**src/hdl/rhs_pkg.sv**
```systemverilog
// Shared widths, limits and types for the region homogeneity statistics block.
package rhs_pkg;

  localparam int CH_W = 8;
  localparam int MAG_W = 9;
  localparam int TOL_W = 10;
  localparam logic [TOL_W-1:0] TOL_RESET = TOL_W'(32);

  localparam int MAX_REGION_PIXELS = 1048576;
  localparam int CNT_W = $clog2(MAX_REGION_PIXELS + 1);
  localparam longint MAX_SUM = longint'(MAX_REGION_PIXELS) * ((longint'(1) << CH_W) - 1);
  localparam int SUM_W = $clog2(MAX_SUM + 1);

  // r^2+g^2+b^2 fits in 18 bits; the root is found two bits of radicand per step
  localparam int SQ_W = 18;
  localparam int SQ_STEPS = SQ_W / 2;
  localparam int SQ_STAGES = 3;
  localparam int SQ_PER_STAGE = SQ_STEPS / SQ_STAGES;

  localparam int QUEUE_DEPTH = 2;

  typedef struct packed {
    logic [SUM_W-1:0] sum_red;
    logic [SUM_W-1:0] sum_green;
    logic [SUM_W-1:0] sum_blue;
    logic [CNT_W-1:0] pixel_count;
    logic [MAG_W-1:0] spread;
  } region_t;

  typedef struct packed {
    logic push;
  } q_wr_t;

endpackage

```
**src/hdl/rhs_ifs.sv**
```systemverilog
// Channel interfaces: pixel requests in, region results out, tolerance writes.
interface rhs_pixel_if;
  logic valid;
  logic ready;
  logic [rhs_pkg::CH_W-1:0] red_in;
  logic [rhs_pkg::CH_W-1:0] green_in;
  logic [rhs_pkg::CH_W-1:0] blue_in;
  logic last_pixel;
  modport source (output valid, red_in, green_in, blue_in, last_pixel, input ready);
  modport sink (input valid, red_in, green_in, blue_in, last_pixel, output ready);
endinterface

interface rhs_result_if;
  logic valid;
  logic ready;
  logic [rhs_pkg::CH_W-1:0] mean_red;
  logic [rhs_pkg::CH_W-1:0] mean_green;
  logic [rhs_pkg::CH_W-1:0] mean_blue;
  logic homogeneous;
  logic [rhs_pkg::MAG_W-1:0] magnitude_spread;
  modport source (output valid, mean_red, mean_green, mean_blue, homogeneous,
                  magnitude_spread, input ready);
  modport sink (input valid, mean_red, mean_green, mean_blue, homogeneous,
                magnitude_spread, output ready);
endinterface

interface rhs_cfg_if;
  logic valid;
  logic ready;
  logic [rhs_pkg::TOL_W-1:0] tolerance;
  modport source (output valid, tolerance, input ready);
  modport sink (input valid, tolerance, output ready);
endinterface

```
**src/hdl/region_homogeneity_stats.sv**
```systemverilog
// Top level: region homogeneity statistics over a stream of RGB pixels.
//
//  channel  dir  payload                                          request taken when
//  -------  ---  -----------------------------------------------  ------------------
//  pix      in   red_in, green_in, blue_in, last_pixel            pix.valid & pix.ready
//  res      out  mean_red/green/blue, homogeneous, magnitude_spread res.valid & res.ready
//  cfg      in   tolerance (10 bits, reset 32)                    cfg.valid & cfg.ready
//
// While pix.ready is high the front takes one pixel request per cycle: squares and sum
// in one stage, the 9-bit square root in three stages of three steps, then the running
// min/max, sums and count (count saturates at MAX_REGION_PIXELS).
// A marked pixel pushes its region totals into a two-entry queue. The back loads one
// region, divides the three sums by the count one quotient bit a cycle, then holds the
// result until res takes it; only then does it pop the next region.
// pix.ready falls only while a region end waits on a full queue; res stalls hold
// the back and, through the queue, eventually the front. cfg is always ready.
// Reset (rst, synchronous) empties the pipeline and queue and sets tolerance to 32.
module region_homogeneity_stats (
  input logic clk,
  input logic rst,
  rhs_pixel_if.sink pix,
  rhs_result_if.source res,
  rhs_cfg_if.sink cfg
);
  import rhs_pkg::*;

  q_wr_t q_wr_ctl;
  region_t q_wr_data;
  region_t q_rd_data;
  logic q_full;
  logic q_not_empty;
  logic q_pop;

  rhs_front u_front (
    .clk       (clk),
    .rst       (rst),
    .pix       (pix),
    .q_wr_ctl  (q_wr_ctl),
    .q_full    (q_full),
    .q_wr_data (q_wr_data)
  );

  rhs_queue u_queue (
    .clk       (clk),
    .rst       (rst),
    .wr_ctl    (q_wr_ctl),
    .wr_data   (q_wr_data),
    .full      (q_full),
    .pop       (q_pop),
    .not_empty (q_not_empty),
    .rd_data   (q_rd_data)
  );

  rhs_back u_back (
    .clk         (clk),
    .rst         (rst),
    .q_not_empty (q_not_empty),
    .q_data      (q_rd_data),
    .q_pop       (q_pop),
    .cfg         (cfg),
    .res         (res)
  );

endmodule

```
**src/hdl/rhs_front.sv**
```systemverilog
// Front end: pixel magnitude pipeline and per-region accumulation.
module rhs_front (
  input  logic clk,
  input  logic rst,
  rhs_pixel_if.sink pix,
  output rhs_pkg::q_wr_t q_wr_ctl,
  input  logic q_full,
  output rhs_pkg::region_t q_wr_data
);
  import rhs_pkg::*;

  typedef struct packed {
    logic [SQ_W-1:0] rem;
    logic [SQ_W-1:0] res;
  } sqrt_t;

  typedef struct packed {
    logic last;
    logic [CH_W-1:0] r;
    logic [CH_W-1:0] g;
    logic [CH_W-1:0] b;
    sqrt_t sq;
  } stage_t;

  // SQ_PER_STAGE digit-by-digit square root steps, starting at step 'first'
  function automatic sqrt_t sqrt_steps(sqrt_t a, int first);
    sqrt_t s;
    logic [SQ_W-1:0] bit_v;
    logic [SQ_W-1:0] trial;
    s = a;
    for (int k = 0; k < SQ_PER_STAGE; k++) begin
      bit_v = SQ_W'(1) << (SQ_W - 2 - 2 * (first + k));
      trial = s.res + bit_v;
      if (s.rem >= trial) begin
        s.rem = s.rem - trial;
        s.res = (s.res >> 1) + bit_v;
      end else begin
        s.res = s.res >> 1;
      end
    end
    return s;
  endfunction

  stage_t stg [SQ_STAGES+1];
  logic [SQ_STAGES:0] vld;

  logic [SUM_W-1:0] sum_red, sum_green, sum_blue;
  logic [CNT_W-1:0] pixel_count;
  logic [MAG_W-1:0] min_mag, max_mag;

  logic [SUM_W-1:0] sum_red_next, sum_green_next, sum_blue_next;
  logic [CNT_W-1:0] count_next;
  logic [MAG_W-1:0] min_next, max_next, mag;
  logic adv, tail_last;

  assign tail_last = vld[SQ_STAGES] && stg[SQ_STAGES].last;
  assign adv = !(tail_last && q_full);
  assign pix.ready = adv;

  always_comb begin
    mag = stg[SQ_STAGES].sq.res[MAG_W-1:0];
    min_next = (mag < min_mag) ? mag : min_mag;
    max_next = (mag > max_mag) ? mag : max_mag;
    sum_red_next = sum_red;
    sum_green_next = sum_green;
    sum_blue_next = sum_blue;
    count_next = pixel_count;
    if (pixel_count < CNT_W'(MAX_REGION_PIXELS)) begin
      sum_red_next = sum_red + SUM_W'(stg[SQ_STAGES].r);
      sum_green_next = sum_green + SUM_W'(stg[SQ_STAGES].g);
      sum_blue_next = sum_blue + SUM_W'(stg[SQ_STAGES].b);
      count_next = pixel_count + CNT_W'(1);
    end
  end

  assign q_wr_ctl.push = tail_last && !q_full;
  assign q_wr_data = '{sum_red: sum_red_next, sum_green: sum_green_next,
                       sum_blue: sum_blue_next, pixel_count: count_next,
                       spread: max_next - min_next};

  // pipeline payload
  always_ff @(posedge clk) begin
    if (adv) begin
      stg[0].last <= pix.last_pixel;
      stg[0].r <= pix.red_in;
      stg[0].g <= pix.green_in;
      stg[0].b <= pix.blue_in;
      stg[0].sq.res <= '0;
      stg[0].sq.rem <= SQ_W'(pix.red_in) * SQ_W'(pix.red_in)
                     + SQ_W'(pix.green_in) * SQ_W'(pix.green_in)
                     + SQ_W'(pix.blue_in) * SQ_W'(pix.blue_in);
      for (int s = 1; s <= SQ_STAGES; s++) begin
        stg[s].last <= stg[s-1].last;
        stg[s].r <= stg[s-1].r;
        stg[s].g <= stg[s-1].g;
        stg[s].b <= stg[s-1].b;
        stg[s].sq <= sqrt_steps(stg[s-1].sq, (s - 1) * SQ_PER_STAGE);
      end
    end
  end

  always_ff @(posedge clk) begin
    if (rst) begin
      vld <= '0;
      sum_red <= '0;
      sum_green <= '0;
      sum_blue <= '0;
      pixel_count <= '0;
      min_mag <= '1;
      max_mag <= '0;
    end else if (adv) begin
      vld <= {vld[SQ_STAGES-1:0], pix.valid};
      if (vld[SQ_STAGES]) begin
        if (stg[SQ_STAGES].last) begin
          sum_red <= '0;
          sum_green <= '0;
          sum_blue <= '0;
          pixel_count <= '0;
          min_mag <= '1;
          max_mag <= '0;
        end else begin
          sum_red <= sum_red_next;
          sum_green <= sum_green_next;
          sum_blue <= sum_blue_next;
          pixel_count <= count_next;
          min_mag <= min_next;
          max_mag <= max_next;
        end
      end
    end
  end

endmodule

```
**src/hdl/rhs_queue.sv**
```systemverilog
// Short queue of finished region totals between front and back.
module rhs_queue (
  input  logic clk,
  input  logic rst,
  input  rhs_pkg::q_wr_t wr_ctl,
  input  rhs_pkg::region_t wr_data,
  output logic full,
  input  logic pop,
  output logic not_empty,
  output rhs_pkg::region_t rd_data
);
  import rhs_pkg::*;

  localparam int PTR_W = (QUEUE_DEPTH > 1) ? $clog2(QUEUE_DEPTH) : 1;
  localparam int FILL_W = $clog2(QUEUE_DEPTH + 1);

  region_t entries [QUEUE_DEPTH];
  logic [PTR_W-1:0] wr_ptr, rd_ptr;
  logic [FILL_W-1:0] fill;
  logic do_push, do_pop;

  assign full = (fill == FILL_W'(QUEUE_DEPTH));
  assign not_empty = (fill != '0);
  assign do_push = wr_ctl.push && !full;
  assign do_pop = pop && not_empty;
  assign rd_data = entries[rd_ptr];

  always_ff @(posedge clk) begin
    if (do_push) begin
      entries[wr_ptr] <= wr_data;
    end
  end

  always_ff @(posedge clk) begin
    if (rst) begin
      wr_ptr <= '0;
      rd_ptr <= '0;
      fill <= '0;
    end else begin
      if (do_push) begin
        wr_ptr <= (wr_ptr == PTR_W'(QUEUE_DEPTH - 1)) ? '0 : wr_ptr + PTR_W'(1);
      end
      if (do_pop) begin
        rd_ptr <= (rd_ptr == PTR_W'(QUEUE_DEPTH - 1)) ? '0 : rd_ptr + PTR_W'(1);
      end
      fill <= fill + FILL_W'(do_push) - FILL_W'(do_pop);
    end
  end

endmodule

```
**src/hdl/rhs_back.sv**
```systemverilog
// Back end: bit-serial mean division, tolerance compare and result register.
module rhs_back (
  input  logic clk,
  input  logic rst,
  input  logic q_not_empty,
  input  rhs_pkg::region_t q_data,
  output logic q_pop,
  rhs_cfg_if.sink cfg,
  rhs_result_if.source res
);
  import rhs_pkg::*;

  localparam logic [1:0] ST_IDLE = 2'd0;
  localparam logic [1:0] ST_DIV  = 2'd1;
  localparam logic [1:0] ST_HOLD = 2'd2;
  localparam int STEP_W = $clog2(CH_W);

  logic [1:0] state;
  logic [STEP_W-1:0] step;
  logic [TOL_W-1:0] tolerance;
  logic [SUM_W-1:0] rem_r, rem_g, rem_b, divisor;
  logic [CH_W-1:0] quo_r, quo_g, quo_b;
  logic [MAG_W-1:0] spread;
  logic homog;

  assign cfg.ready = 1'b1;
  assign q_pop = (state == ST_IDLE) && q_not_empty;

  assign res.valid = (state == ST_HOLD);
  assign res.mean_red = quo_r;
  assign res.mean_green = quo_g;
  assign res.mean_blue = quo_b;
  assign res.homogeneous = homog;
  assign res.magnitude_spread = spread;

  always_ff @(posedge clk) begin
    if (rst) begin
      tolerance <= TOL_RESET;
    end else if (cfg.valid) begin
      tolerance <= cfg.tolerance;
    end
  end

  // restoring division: the mean never exceeds CH_W bits
  always_ff @(posedge clk) begin
    case (state)
      ST_IDLE: begin
        rem_r <= q_data.sum_red;
        rem_g <= q_data.sum_green;
        rem_b <= q_data.sum_blue;
        divisor <= SUM_W'(q_data.pixel_count) << (CH_W - 1);
        spread <= q_data.spread;
        homog <= (TOL_W'(q_data.spread) < tolerance);
      end
      ST_DIV: begin
        if (rem_r >= divisor) begin
          rem_r <= rem_r - divisor;
        end
        if (rem_g >= divisor) begin
          rem_g <= rem_g - divisor;
        end
        if (rem_b >= divisor) begin
          rem_b <= rem_b - divisor;
        end
        quo_r <= {quo_r[CH_W-2:0], rem_r >= divisor};
        quo_g <= {quo_g[CH_W-2:0], rem_g >= divisor};
        quo_b <= {quo_b[CH_W-2:0], rem_b >= divisor};
        divisor <= divisor >> 1;
      end
      default: begin
      end
    endcase
  end

  always_ff @(posedge clk) begin
    if (rst) begin
      state <= ST_IDLE;
      step <= '0;
    end else begin
      case (state)
        ST_IDLE: begin
          if (q_not_empty) begin
            state <= ST_DIV;
            step <= '0;
          end
        end
        ST_DIV: begin
          step <= step + STEP_W'(1);
          if (step == STEP_W'(CH_W - 1)) begin
            state <= ST_HOLD;
          end
        end
        ST_HOLD: begin
          if (res.ready) begin
            state <= ST_IDLE;
          end
        end
        default: begin
          state <= ST_IDLE;
        end
      endcase
    end
  end

endmodule

```
**src/flat_wrapper.sv**
```systemverilog
// flat-port wrapper written by rule: the top's interface ports become plain ports
module region_homogeneity_stats_flat import rhs_pkg::*;
  (clk, rst, pix_valid, pix_red_in, pix_green_in, pix_blue_in, pix_last_pixel, pix_ready, res_valid, res_mean_red, res_mean_green, res_mean_blue, res_homogeneous, res_magnitude_spread, res_ready, cfg_valid, cfg_tolerance, cfg_ready);
  rhs_pixel_if pix_i ();
  rhs_result_if res_i ();
  rhs_cfg_if cfg_i ();
  input logic clk;
  input logic rst;
  input wire logic [$bits(pix_i.valid)-1:0] pix_valid;
  input wire logic [$bits(pix_i.red_in)-1:0] pix_red_in;
  input wire logic [$bits(pix_i.green_in)-1:0] pix_green_in;
  input wire logic [$bits(pix_i.blue_in)-1:0] pix_blue_in;
  input wire logic [$bits(pix_i.last_pixel)-1:0] pix_last_pixel;
  output wire logic [$bits(pix_i.ready)-1:0] pix_ready;
  output wire logic [$bits(res_i.valid)-1:0] res_valid;
  output wire logic [$bits(res_i.mean_red)-1:0] res_mean_red;
  output wire logic [$bits(res_i.mean_green)-1:0] res_mean_green;
  output wire logic [$bits(res_i.mean_blue)-1:0] res_mean_blue;
  output wire logic [$bits(res_i.homogeneous)-1:0] res_homogeneous;
  output wire logic [$bits(res_i.magnitude_spread)-1:0] res_magnitude_spread;
  input wire logic [$bits(res_i.ready)-1:0] res_ready;
  input wire logic [$bits(cfg_i.valid)-1:0] cfg_valid;
  input wire logic [$bits(cfg_i.tolerance)-1:0] cfg_tolerance;
  output wire logic [$bits(cfg_i.ready)-1:0] cfg_ready;
  assign pix_i.valid = pix_valid;
  assign pix_i.red_in = pix_red_in;
  assign pix_i.green_in = pix_green_in;
  assign pix_i.blue_in = pix_blue_in;
  assign pix_i.last_pixel = pix_last_pixel;
  assign pix_ready = pix_i.ready;
  assign res_valid = res_i.valid;
  assign res_mean_red = res_i.mean_red;
  assign res_mean_green = res_i.mean_green;
  assign res_mean_blue = res_i.mean_blue;
  assign res_homogeneous = res_i.homogeneous;
  assign res_magnitude_spread = res_i.magnitude_spread;
  assign res_i.ready = res_ready;
  assign cfg_i.valid = cfg_valid;
  assign cfg_i.tolerance = cfg_tolerance;
  assign cfg_ready = cfg_i.ready;
  region_homogeneity_stats u_core (.clk(clk), .rst(rst), .pix(pix_i), .res(res_i), .cfg(cfg_i));
endmodule
```
**config.mk**
```make
export PLATFORM = sky130hd
export DESIGN_NAME = region_homogeneity_stats_flat
export DESIGN_NICKNAME = d
export VERILOG_FILES = /design/src/hdl/rhs_pkg.sv /design/src/hdl/rhs_ifs.sv /design/src/hdl/region_homogeneity_stats.sv /design/src/hdl/rhs_front.sv /design/src/hdl/rhs_queue.sv /design/src/hdl/rhs_back.sv /design/src/flat_wrapper.sv
export SDC_FILE = /design/constraint.sdc
export NUM_CORES = 2
export LEC_CHECK = 0
export BUFFER_PORTS_ARGS = -buffer_cell sky130_fd_sc_hd__clkbuf_2
export CORE_MARGIN = 2
export CORE_UTILIZATION = 45
export CTS_BUF_LIST = sky130_fd_sc_hd__clkbuf_8
export DETAILED_ROUTE_END_ITERATION = 16
export PLACE_DENSITY = 0.66
export SETUP_SLACK_MARGIN = 0.05
export SYNTH_ARGS = -nofsm -noshare
export SYNTH_HDL_FRONTEND = slang
export SYNTH_SLANG_ARGS = --single-unit
```
**constraint.sdc**
```tcl
create_clock -name clk -period 12.2 [get_ports clk]
set_input_delay 2.44 -clock clk [delete_from_list [all_inputs] [get_ports clk]]
set_output_delay 2.44 -clock clk [all_outputs]
set_load 0.1 [all_outputs]
```
==> metrics <==
status=complete, no violations; Vias=28.3k; worst skew pair latency=0.75 ns; # clock sinks=693; Buffers on Ports=75; post-DP HPWL=65500 um; Tcrit/Tclk final=0.690; hold_sp=u_core.u_front.stg[2][60]; TNS Setup=0 ns; drc violations=0; max incr delay on CP=0.54 ns; largest net degree at the start of global routing=102; Worst EP required=12.74 ns; synthesized area=0.0412 mm2; Total Wirelength=93000 um; yosys warns=0; setup ws final=3.78 ns; Placer Congestion=0.854; Startpoint Class=primary input; Nets=4326; peak supply drop=0.000431 V; r2r startpoint=u_core.u_front.stg[1][24]; crit path max fanout=11; Most used DFF post-synth=edfxtp_1; worst slew pin tran=1.14 ns; Design Power=13.4 mW; first-pass GRT wire length=148000 um; Tmin final=8.42 ns; DR iter-0 viols=2046; DR vias/cell=5.50; Slew Viols, Final=0; most common cell in the netlist=edfxtp_1; IO Count=77; hold crit path type=flop to flop; Layout area overhead=9.20%; layout cells sized above 1=0.0892; final hold violation count=0; number of flops mapped to enable cells by yosys=546; CTS tree=yes; clk root buf=clkbuf_8; Core Area=0.0903 mm2; Yosys top cell by area=edfxtp_1; CP startpoint=pix_red_in[0]; Seq/Total Area, Yosys=0.470; Top delay family on crit path=adder cells; syn_nets=4240; hold buffer count at CTS=0; # rows=110; total CTS buffers=115; crit end category=flop; vias in the first global route=27.5k; WP data arrival=8.96 ns; crit path cell chain=clkbuf_2, and2_1, fa_1, inv_1, fa_1, fa_1, inv_1, fa_1, inv_1, fa_1, inv_1, fa_1, fa_1, ha_1, nor2b_1, o21ai_0, a21boi_0, o21ai_0, a21boi_0, o21a_1, nor2_1, a2bb2oi_1, a211oi_1, o311ai_0; Die Width=306 um; Mapped Cells=3779; post-place setup slack=3.04 ns; Crit-path slowest cell=fa_1; wire per inst=18.1 um; # Post-CTS Setup Buffers=0; kind of critical path=primary input to flop; # setup viols final=0; gr ovfl total=0; CP bufs+invs=5; synth top area cells=edfxtp_1 (40%), ha_1 (8.6%), dfxtp_1 (7.1%); clock-pin slew on the worst setup and hold paths=0.06 ns; initial core utilization=0.456; Synth Register Bits=693; Yosys top cell area share=0.398; initial antenna violation count=1; Synth cell types=88; pwr dens=298 mW/mm2; die area=0.0939 mm2; Crit path top cell by count=fa_1; maxcap violations=0; Die H=306 um; most frequent cells after synthesis=edfxtp_1 (546), inv_1 (370), ha_1 (282); final core utilization=0.498; Syn Area/Cell=10.9 um2; Total Routing Usage GR=0.197; first-pass iteration count of the detailed router=5; post_cts resized=0; Fmax=119 MHz; Post-synth ARST share=0; Max clock buf depth=3; slew margin rel.=0.239; RSZ-0062 raised after global routing=false; Routed Antenna Nets=0; H-tree depth=3; P_leak=18.4 nW; Final Skew=0.0410 ns
[cell usage in the layout, fill, tap and decap left out, drive strengths merged, types with 41 or more instances in the layout]
cell type,netlist,routed
mux2i,102,102
nor3,56,56
nor2b,56,56
nand3,67,67
a21oi,196,196
a21o,71,71
edfxtp,546,546
xnor2,142,142
fa,139,139
nor2,209,209
a22oi,53,53
a31oi,44,44
nand2,256,256
xor2,73,73
dfxtp,147,147
and2,81,81
ha,282,282
clkbuf,118,199
inv,372,427
mux2,41,41
o21ai,229,229
[routing by layer]
metal / vias up / track usage / wire [um]
met1: 13700 / 0.266 / 42100
met2: 612 / 0.329 / 44500
met3: 140 / 0.0262 / 4210
met5: - / 0 / 0
met4: 0 / 0.0616 / 2160
li1: 13800 / - / -
[path summary, 6_finish.rpt]
path | endpoint | slack [ns] | depth (start not counted)
max | u_core.u_front.stg[0][35] | 3.78 | 24
min reg2reg | u_core.u_front.stg[3][60] | 0.42 | 0
max reg2reg | u_core.u_front.stg[2][30] | 5.00 | 22
min | u_core.u_front.stg[3][60] | 0.42 | 0
[per-stage QoR]
stage | hold slack (ns) | instances | area, um2
5_1_grt | 0.417 | 5144 | 45000
6_report | 0.417 | 5144 | 45000
4_1_cts | 0.404 | 5143 | 45000
2_1_floorplan | 0.400 | 3779 | 41200
3_3_place_gp | 0.400 | 4924 | 42800
3_5_place_dp | 0.405 | 4924 | 42800
[sequential cells by signal, summed over array words and instances, names as in the netlist, 9 cells and up, named ones only]
name and flops:
u_core.u_back.divisor 28, u_core.u_back.rem_b 28, u_core.u_back.rem_g 28, u_core.u_back.rem_r 28
u_core.u_back.res.magnitude_spread 9, u_core.u_back.tolerance 10, u_core.u_front.max_mag 9, u_core.u_front.min_mag 9
u_core.u_front.pixel_count 21, u_core.u_front.stg 172, u_core.u_front.sum_blue 28, u_core.u_front.sum_green 28
u_core.u_front.sum_red 28, u_core.u_queue.entries 228
[layout make-up]
type / count / area (um2)
repair buffers: 108 / 626
diodes: 1 / 2.50
clock buffers: 125 / 1720
multi-input cells: 2575 / 19900
flip-flops and latches: 693 / 19300
inverters: 372 / 1400
clock inverters: 94 / 452
well taps: 1176 / 1470
fillers: 8082 / 45300
[cell families after synthesis]
kind of cell,synth area share
AND/OR/NAND/NOR,0.114
XOR/XNOR,0.0457
AO/OA/AOI/OAI,0.133
other,0.0000911
flip-flops,0.470
buffers and inverters,0.0475
multiplexers,0.0361
adder cells (fa/ha/maj),0.153
[where the power goes]
part	switching, mW	total (mW)	internal, mW
Sequential	0.259	3.55	3.29
Combinational	4.71	7.92	3.22
Clock	0.956	1.92	0.968
Total	5.92	13.4	7.48
Note: power is estimated with default switching activity, not from simulation.
